`config.mk`:
```
export PLATFORM = sky130hd
export DESIGN_NAME = rgba_to_display_page_bytes_core
export DESIGN_NICKNAME = d
export VERILOG_FILES = /design/src/rgbadp_pkg.sv /design/src/rgbadp_scan.sv /design/src/rgbadp_store.sv /design/src/rgba_to_display_page_bytes_core.sv
export SDC_FILE = /design/constraint.sdc
export NUM_CORES = 2
export LEC_CHECK = 0
export ABC_AREA = 1
export BUFFER_PORTS_ARGS = -buffer_cell sky130_fd_sc_hd__buf_2
export CORE_UTILIZATION = 60
export DETAILED_ROUTE_END_ITERATION = 16
export PLACE_DENSITY = 0.76
export SKIP_LAST_GASP = 1
export SLEW_MARGIN = 20
export SYNTH_ARGS = -nofsm -noshare
export SYNTH_HDL_FRONTEND = slang
export SYNTH_SLANG_ARGS = --single-unit
```
`constraint.sdc`:
```
create_clock -name clk -period 16.4 [get_ports clk]
set_input_delay 1.64 -clock clk [delete_from_list [all_inputs] [get_ports clk]]
set_output_delay 1.64 -clock clk [all_outputs]
set_load 0.03 [all_outputs]
```
`src/rgbadp_pkg.sv`:
```
// Shared types and constants for the RGBA to display page byte packer.
package rgbadp_pkg;

  localparam int PAGE_ROWS = 8;

  typedef enum logic [1:0] {
    CFG_IMAGE_WIDTH   = 2'd0,
    CFG_IMAGE_HEIGHT  = 2'd1,
    CFG_NO_COMPLEMENT = 2'd2
  } cfg_reg_t;

  typedef struct packed {
    logic [7:0] red;
    logic [7:0] green;
    logic [7:0] blue;
    logic [7:0] alpha;
    logic       frame_start;
  } pixel_t;

  typedef struct packed {
    logic [7:0] column_byte;
    logic [6:0] column_index;
    logic [2:0] page_index;
    logic       frame_last;
  } result_t;

  // Per-pixel decision handed from the scan counters to the update stage.
  typedef struct packed {
    logic [2:0] row_in_page;
    logic       pix_bit;
    logic       emit;
    logic [6:0] column_index;
    logic [2:0] page_index;
    logic       frame_last;
  } scan_t;

endpackage

```
`src/rgbadp_scan.sv`:
```
// Configuration registers and raster counters that place each pixel.
module rgbadp_scan #(
  parameter int MAX_WIDTH  = 128,
  parameter int MAX_HEIGHT = 64,
  parameter int CW         = $clog2(MAX_WIDTH)
) (
  input  logic                  clk,
  input  logic                  rst_n,
  input  logic                  cfg_we,
  input  logic [1:0]            cfg_addr,
  input  logic [7:0]            cfg_data,
  input  logic                  accept,
  input  rgbadp_pkg::pixel_t    pix,
  output logic [CW-1:0]         col_addr,
  output rgbadp_pkg::scan_t     info,
  output logic                  no_complement
);
  import rgbadp_pkg::*;

  localparam int RW   = $clog2(MAX_HEIGHT);
  localparam int WW   = $clog2(MAX_WIDTH + 1);
  localparam int HW   = $clog2(MAX_HEIGHT + 1);
  localparam int CMPW = ((WW > HW) ? ((WW > 8) ? WW : 8) : ((HW > 8) ? HW : 8)) + 1;

  logic [7:0]    image_width_r;
  logic [6:0]    image_height_r;
  logic          no_comp_r;
  logic [CW-1:0] col_r, col_nxt;
  logic [RW-1:0] row_r, row_nxt;

  logic [CW-1:0]   cc;
  logic [RW-1:0]   rc;
  logic [RW+2:0]   rc_x;
  logic [CMPW-1:0] w_c, h_c;
  logic            last_col, last_row;
  logic [2:0]      k;

  always_ff @(posedge clk) begin
    if (!rst_n) begin
      image_width_r  <= 8'd32;
      image_height_r <= 7'd32;
      no_comp_r      <= 1'b0;
    end else if (cfg_we) begin
      case (cfg_addr)
        CFG_IMAGE_WIDTH:   image_width_r  <= cfg_data;
        CFG_IMAGE_HEIGHT:  image_height_r <= cfg_data[6:0];
        CFG_NO_COMPLEMENT: no_comp_r      <= cfg_data[0];
        default: ;
      endcase
    end
  end

  // Saturate the configured size to 1..MAX.
  always_comb begin
    if (image_width_r == 8'd0)
      w_c = CMPW'(1);
    else if (CMPW'(image_width_r) > CMPW'(MAX_WIDTH))
      w_c = CMPW'(MAX_WIDTH);
    else
      w_c = CMPW'(image_width_r);
    if (image_height_r == 7'd0)
      h_c = CMPW'(1);
    else if (CMPW'(image_height_r) > CMPW'(MAX_HEIGHT))
      h_c = CMPW'(MAX_HEIGHT);
    else
      h_c = CMPW'(image_height_r);
  end

  assign cc       = pix.frame_start ? '0 : col_r;
  assign rc       = pix.frame_start ? '0 : row_r;
  assign rc_x     = (RW+3)'(rc);
  assign k        = rc_x[2:0];
  assign last_col = (CMPW'(cc) + CMPW'(1)) >= w_c;
  assign last_row = (CMPW'(rc) + CMPW'(1)) >= h_c;

  always_comb begin
    col_nxt = col_r;
    row_nxt = row_r;
    if (accept) begin
      if (last_col) begin
        col_nxt = '0;
        row_nxt = last_row ? '0 : RW'(rc + RW'(1));
      end else begin
        col_nxt = CW'(cc + CW'(1));
        row_nxt = rc;
      end
    end
  end

  always_ff @(posedge clk) begin
    if (!rst_n) begin
      col_r <= '0;
      row_r <= '0;
    end else begin
      col_r <= col_nxt;
      row_r <= row_nxt;
    end
  end

  assign col_addr          = cc;
  assign info.row_in_page  = k;
  assign info.pix_bit      = (pix.alpha != 8'd0) &&
                             ((pix.red != 8'd0) || (pix.green != 8'd0) || (pix.blue != 8'd0));
  assign info.emit         = (k == 3'(PAGE_ROWS - 1)) || last_row;
  assign info.column_index = 7'(cc);
  assign info.page_index   = 3'(rc_x >> 3);
  assign info.frame_last   = last_row && last_col;
  assign no_complement     = no_comp_r;

endmodule

```
`src/rgbadp_store.sv`:
```
// Column byte store: one write port, one registered read port.
module rgbadp_store #(
  parameter int DEPTH = 128,
  parameter int AW    = $clog2(DEPTH)
) (
  input  logic          clk,
  input  logic          rd_en,
  input  logic [AW-1:0] rd_addr,
  output logic [7:0]    rd_data,
  input  logic          wr_en,
  input  logic [AW-1:0] wr_addr,
  input  logic [7:0]    wr_data
);

  logic [7:0] mem [DEPTH];

  always_ff @(posedge clk) begin
    if (wr_en) begin
      mem[wr_addr] <= wr_data;
    end
  end

  always_ff @(posedge clk) begin
    if (rd_en) begin
      rd_data <= mem[rd_addr];
    end
  end

endmodule

```
`src/rgba_to_display_page_bytes_core.sv`:
```
// Top level: packs RGBA pixels into monochrome display page column bytes.
// A pixel's result goes through the update stage register, then the output register.
// Throughput: one pixel per cycle unless an output stall holds the update stage;
// each pixel does one store read-modify-write (registered read, bypassed write).
// Reset (rst_n low, synchronous): counters clear, registers return to width 32,
// height 32, complement on; the column store is not cleared.
module rgba_to_display_page_bytes_core #(
  parameter int MAX_WIDTH  = 128,
  parameter int MAX_HEIGHT = 64
) (
  input  logic                 clk,
  input  logic                 rst_n,
  input  logic                 in_valid,
  output logic                 in_stall,
  input  rgbadp_pkg::pixel_t   in_data,
  output logic                 out_valid,
  input  logic                 out_stall,
  output rgbadp_pkg::result_t  out_data,
  input  logic                 cfg_we,
  input  logic [1:0]           cfg_addr,
  input  logic [7:0]           cfg_data
);
  import rgbadp_pkg::*;

  localparam int CW = $clog2(MAX_WIDTH);

  logic          in_xfer;
  logic [CW-1:0] scan_addr;
  scan_t         scan_info;
  logic          no_comp;

  // Update stage: holds the pixel whose column byte is being read.
  logic          s1_v_r, s1_v_nxt;
  scan_t         s1_info_r;
  logic [CW-1:0] s1_addr_r;
  logic          s1_byp_r;
  logic [7:0]    s1_bypd_r;
  logic          s1_adv;

  logic [7:0] rd_data;
  logic [7:0] base;
  logic [7:0] packed_byte;

  logic    out_valid_r, out_valid_nxt;
  result_t out_data_r;
  logic    out_free;

  rgbadp_scan #(
    .MAX_WIDTH  (MAX_WIDTH),
    .MAX_HEIGHT (MAX_HEIGHT),
    .CW         (CW)
  ) u_scan (
    .clk           (clk),
    .rst_n         (rst_n),
    .cfg_we        (cfg_we),
    .cfg_addr      (cfg_addr),
    .cfg_data      (cfg_data),
    .accept        (in_xfer),
    .pix           (in_data),
    .col_addr      (scan_addr),
    .info          (scan_info),
    .no_complement (no_comp)
  );

  rgbadp_store #(
    .DEPTH (MAX_WIDTH),
    .AW    (CW)
  ) u_store (
    .clk     (clk),
    .rd_en   (in_xfer),
    .rd_addr (scan_addr),
    .rd_data (rd_data),
    .wr_en   (s1_adv),
    .wr_addr (s1_addr_r),
    .wr_data (packed_byte)
  );

  // The output register is free when empty or when its transfer completes now.
  assign out_free = !out_valid_r || !out_stall;
  // Advance the update stage unless its result would overwrite a held one.
  assign s1_adv   = s1_v_r && (!s1_info_r.emit || out_free);
  assign in_stall = s1_v_r && !s1_adv;
  assign in_xfer  = in_valid && !in_stall;

  // A write-back to the column just read at the same edge left stale read
  // data; take the written byte instead. The first row of a page starts at zero.
  assign base        = s1_byp_r ? s1_bypd_r : rd_data;
  assign packed_byte = ((s1_info_r.row_in_page == 3'd0) ? 8'd0 : base) |
                       (8'(s1_info_r.pix_bit) << s1_info_r.row_in_page);

  always_comb begin
    s1_v_nxt = s1_v_r;
    if (in_xfer)
      s1_v_nxt = 1'b1;
    else if (s1_adv)
      s1_v_nxt = 1'b0;
  end

  always_ff @(posedge clk) begin
    if (!rst_n) begin
      s1_v_r <= 1'b0;
    end else begin
      s1_v_r <= s1_v_nxt;
    end
  end

  always_ff @(posedge clk) begin
    if (in_xfer) begin
      s1_info_r <= scan_info;
      s1_addr_r <= scan_addr;
      s1_byp_r  <= s1_adv && (s1_addr_r == scan_addr);
      s1_bypd_r <= packed_byte;
    end
  end

  // Output register: load on an emitting advance, drop after its transfer.
  always_comb begin
    out_valid_nxt = out_valid_r;
    if (s1_adv && s1_info_r.emit)
      out_valid_nxt = 1'b1;
    else if (out_valid_r && !out_stall)
      out_valid_nxt = 1'b0;
  end

  always_ff @(posedge clk) begin
    if (!rst_n) begin
      out_valid_r <= 1'b0;
    end else begin
      out_valid_r <= out_valid_nxt;
    end
  end

  always_ff @(posedge clk) begin
    if (s1_adv && s1_info_r.emit) begin
      out_data_r.column_byte  <= no_comp ? packed_byte : ~packed_byte;
      out_data_r.column_index <= s1_info_r.column_index;
      out_data_r.page_index   <= s1_info_r.page_index;
      out_data_r.frame_last   <= s1_info_r.frame_last;
    end
  end

  assign out_valid = out_valid_r;
  assign out_data  = out_data_r;

endmodule

```
==> results.md <==
* Via density at 5.67
* Initial drt markers at 3,933
* CP Cell Sequence: buf_2 > inv_6 > nand2_8 > inv_4 > ha_1 > inv_1 > nor3_1 > nand3_1 > xor2_1 > ha_1 > a21oi_1 > nor2_1 > nor2_1 > nand4_1 > inv_1 > nand2_1 > nand3_1 > nand2_1 > inv_1
* Outcome: complete, no violations
* Final period util at 34.4%
* Initial antenna violation count at 0
* Setup bufs post-CTS at 0
* Synth Net Count at 4,773
* Top cell type's share of synthesized area at 66.7%
* Routed len/inst at 20.2 µm
* Post-synthesis sequential area ratio at 68.0%
* Max FO, Critical Path at 133
* Die W at 286 µm
* GRT overflow at 0
* Total Die Area at 81,800 µm²
* Power Total at 6.15 mW
* Via count at 33,100
* All-Layer GR Usage at 28.7%
* Num CTS Buffers at 108
* RSZ-0062 raised after global routing: no
* Router iterations before antenna repair at 5
* Die H at 286 µm
* CTS HTree Levels at 3
* EDFF count, synth at 1,076
* Buf+Inv Stages, Crit Path at 6
* Finished Core Util at 66.7%
* Starting density of the core at 61.0%
* Syn_area_per_cell at 10.3 µm²
* Crit. End Element: register
* Synth Cell Area at 48,400 µm²
* Antenna fix cells at 0
* Family with the most delay on the worst path: simple AND/OR/NAND/NOR gates
* Power Dens Cells at 116 nW/µm²
* Syn-to-layout area delta at 9.35%
* IO buf count at 68
* Core area at 79,400 µm²
* Ys async rst share at 0%
* Largest cells by area after synthesis: edfxtp_1 (67%), nand2_1 (8.6%), nand3_1 (7.8%)
* Vias in the first global route at 31,300
* Share of post-route cells with drive strength above 1 at 6.02%
* Synth unique cells at 32
* Min Hold Slack at 0.428 ns
* Root buffer cell: clkbuf_16
* Clock Skew at 0.0285 ns
* CTS tree: done
* Non-filler instance count after layout at 5,835
* Clk sinks at 1,107
* CTS hold repair buffers at 0
* DRC violation count after routing at 0
* Largest net degree at the start of global routing at 206
* FF+latch count, synth at 1,107
* Wire length of the first global-routing pass at 179,000 µm
* Leak at 21.7 nW
* Slowest-stage cell, CP: inv_4
* Yosys warns at 0
* Largest stage delay on the critical path at 0.77 ns
* Multi-input gate area at 11,600 µm²
* Achievable frequency at 177 MHz
* HP Class: register to register
* Syn Inst Count at 4,707
* Post-cts sizing count at 0
* Reg area at 32,900 µm²
* Routability Congestion at 0.882
* Crit path arrival time at 6.24 ns
* Met3 GRT Util at 3.80%
* Setup TNS at 0 ns
* Slew at the pin with the worst max-slew slack at 1.06 ns
* Clock-pin slew on the worst setup and hold paths at 0.06 ns
* Critical path class: input port to register
* Minimum clock period at 5.64 ns
* # IOs at 69
* Num rows at 103
* Final Setup Violations at 0
* Placed Cells at 5,633
* Worst Path Required at 17.00 ns
* Startpoint types: input port
* Max-cap viol count at 0
* Slew HR at 29.4%
* Cell accounting for the most synthesized area: edfxtp_1
* Crit-path most repeated cell: inv_1
* Clock latency on the worst-skew pair at 0.68 ns
* Max rail drop VDD at 0.000103 V
* GR Util met2 at 47.5%
* Global-route met1 utilization at 38.8%
* Endpoints failing hold at 0
* CTS Buffer Depth at 3
* Fin nets at 4,759
* Fillers at 5,820
* Global route hottest layer: met2
* Slew Limit Fails at 0
* Top FF cell, synth: edfxtp_1
* Final wirelength at 118,000 µm
* Detail Placement HPWL at 65,600 µm
* Antenna violation net count after detailed routing at 0
==> final cells by class <==
class / count / area share [%]
timing repair buffer: 112 / 1.32
inverter: 772 / 5.49
multi-input combinational: 2592 / 21.9
clock buffer: 138 / 5.46
sequential: 1107 / 62.2
clock inverter: 64 / 1.17
tap: 1050 / 2.48
==> stage by stage <==
step / setup slack, ns / instance area, µm²
global placement: 10.20 / 49400
global route: 10.34 / 53000
finish: 10.76 / 53000
detailed placement: 10.20 / 49400
CTS: 10.86 / 52900
floorplan: 11.12 / 48400
==> synthesized netlist by cell type (3+ instances only) <==
cell type,count
nand2_1,1104
edfxtp_1,1076
inv_1,764
nand3_1,757
nor2_1,459
buf_2,165
o21ai_0,70
o211ai_1,51
clkbuf_1,44
a21oi_1,41
dfxtp_1,31
o21ai_1,21
ha_1,18
xor2_1,17
nand4_1,15
buf_4,14
buf_1,12
nor4_1,10
o22ai_1,8
nor3_1,7
clkinv_1,4
inv_2,3
nand2_4,3
==> metal layers <==
metal  share of wire, %  routed length [µm]  vias up
met3                8.8               10300      298
li1                   -                   -    15400
met4                4.1                4860        0
met5                  0                   0        -
met1                 39               45800    15700
met2                 48               56900     1695
==> registers in the layout (all words and copies together) (netlist names), 6 cells and up <==
| register | flops |
|---|---|
| s1_bypd_r | 8 |
| s1_addr_r | 7 |
| u_scan.col_r | 7 |
| u_scan.row_r | 6 |
| out_data | 19 |
| u_store.rd_data | 8 |
| u_store.mem | 1024 |
| u_scan.image_height_r | 7 |
| u_scan.image_width_r | 8 |
| s1_info_r | 9 |
==> cells in the final DEF, fill, tap and decap left out, drive strengths merged, types with 31 or more instances in the layout <==
cell type  count
a21oi         41
buf          112
clkbuf       138
clkinv        50
dfxtp         31
edfxtp      1076
inv          772
nand2       1108
nand3        757
nor2         463
o211ai        51
o21ai         91
==> kinds of logic after synthesis <==
| kind of cell | count (synthesis) | synth area share (%) |
|---|---|---|
| and+or+nand+nor | 2365 | 20.6 |
| DFF | 1107 | 68.0 |
| buffers and inverters | 1008 | 8.37 |
| AOI/OAI and AO/OA | 191 | 2.26 |
| adders and majority gates | 18 | 0.465 |
| xor gates and xnor gates | 17 | 0.307 |
| muxes | 1 | 0.0207 |
==> final timing paths <==
check | from | endpoint | slack (ns) | cells past startpoint
worst max-delay path | in_data[0] | u_scan.row_r[1] | 10.76 | 19
worst min-delay path | s1_info_r[3] | out_data[3] | 0.43 | 0
worst max register to register | u_scan.col_r[0] | u_store.rd_data[5] | 11.44 | 13
worst min register to register | s1_info_r[3] | out_data[3] | 0.43 | 0
==> report_power, final <==
group / total, mW / switching, mW / internal [mW]
logic: 0.472 / 0.370 / 0.102
registers: 3.21 / 0.0172 / 3.19
clock network: 2.47 / 1.04 / 1.43
total: 6.15 / 1.43 / 4.73
Note: power is estimated with default switching activity, not from simulation.
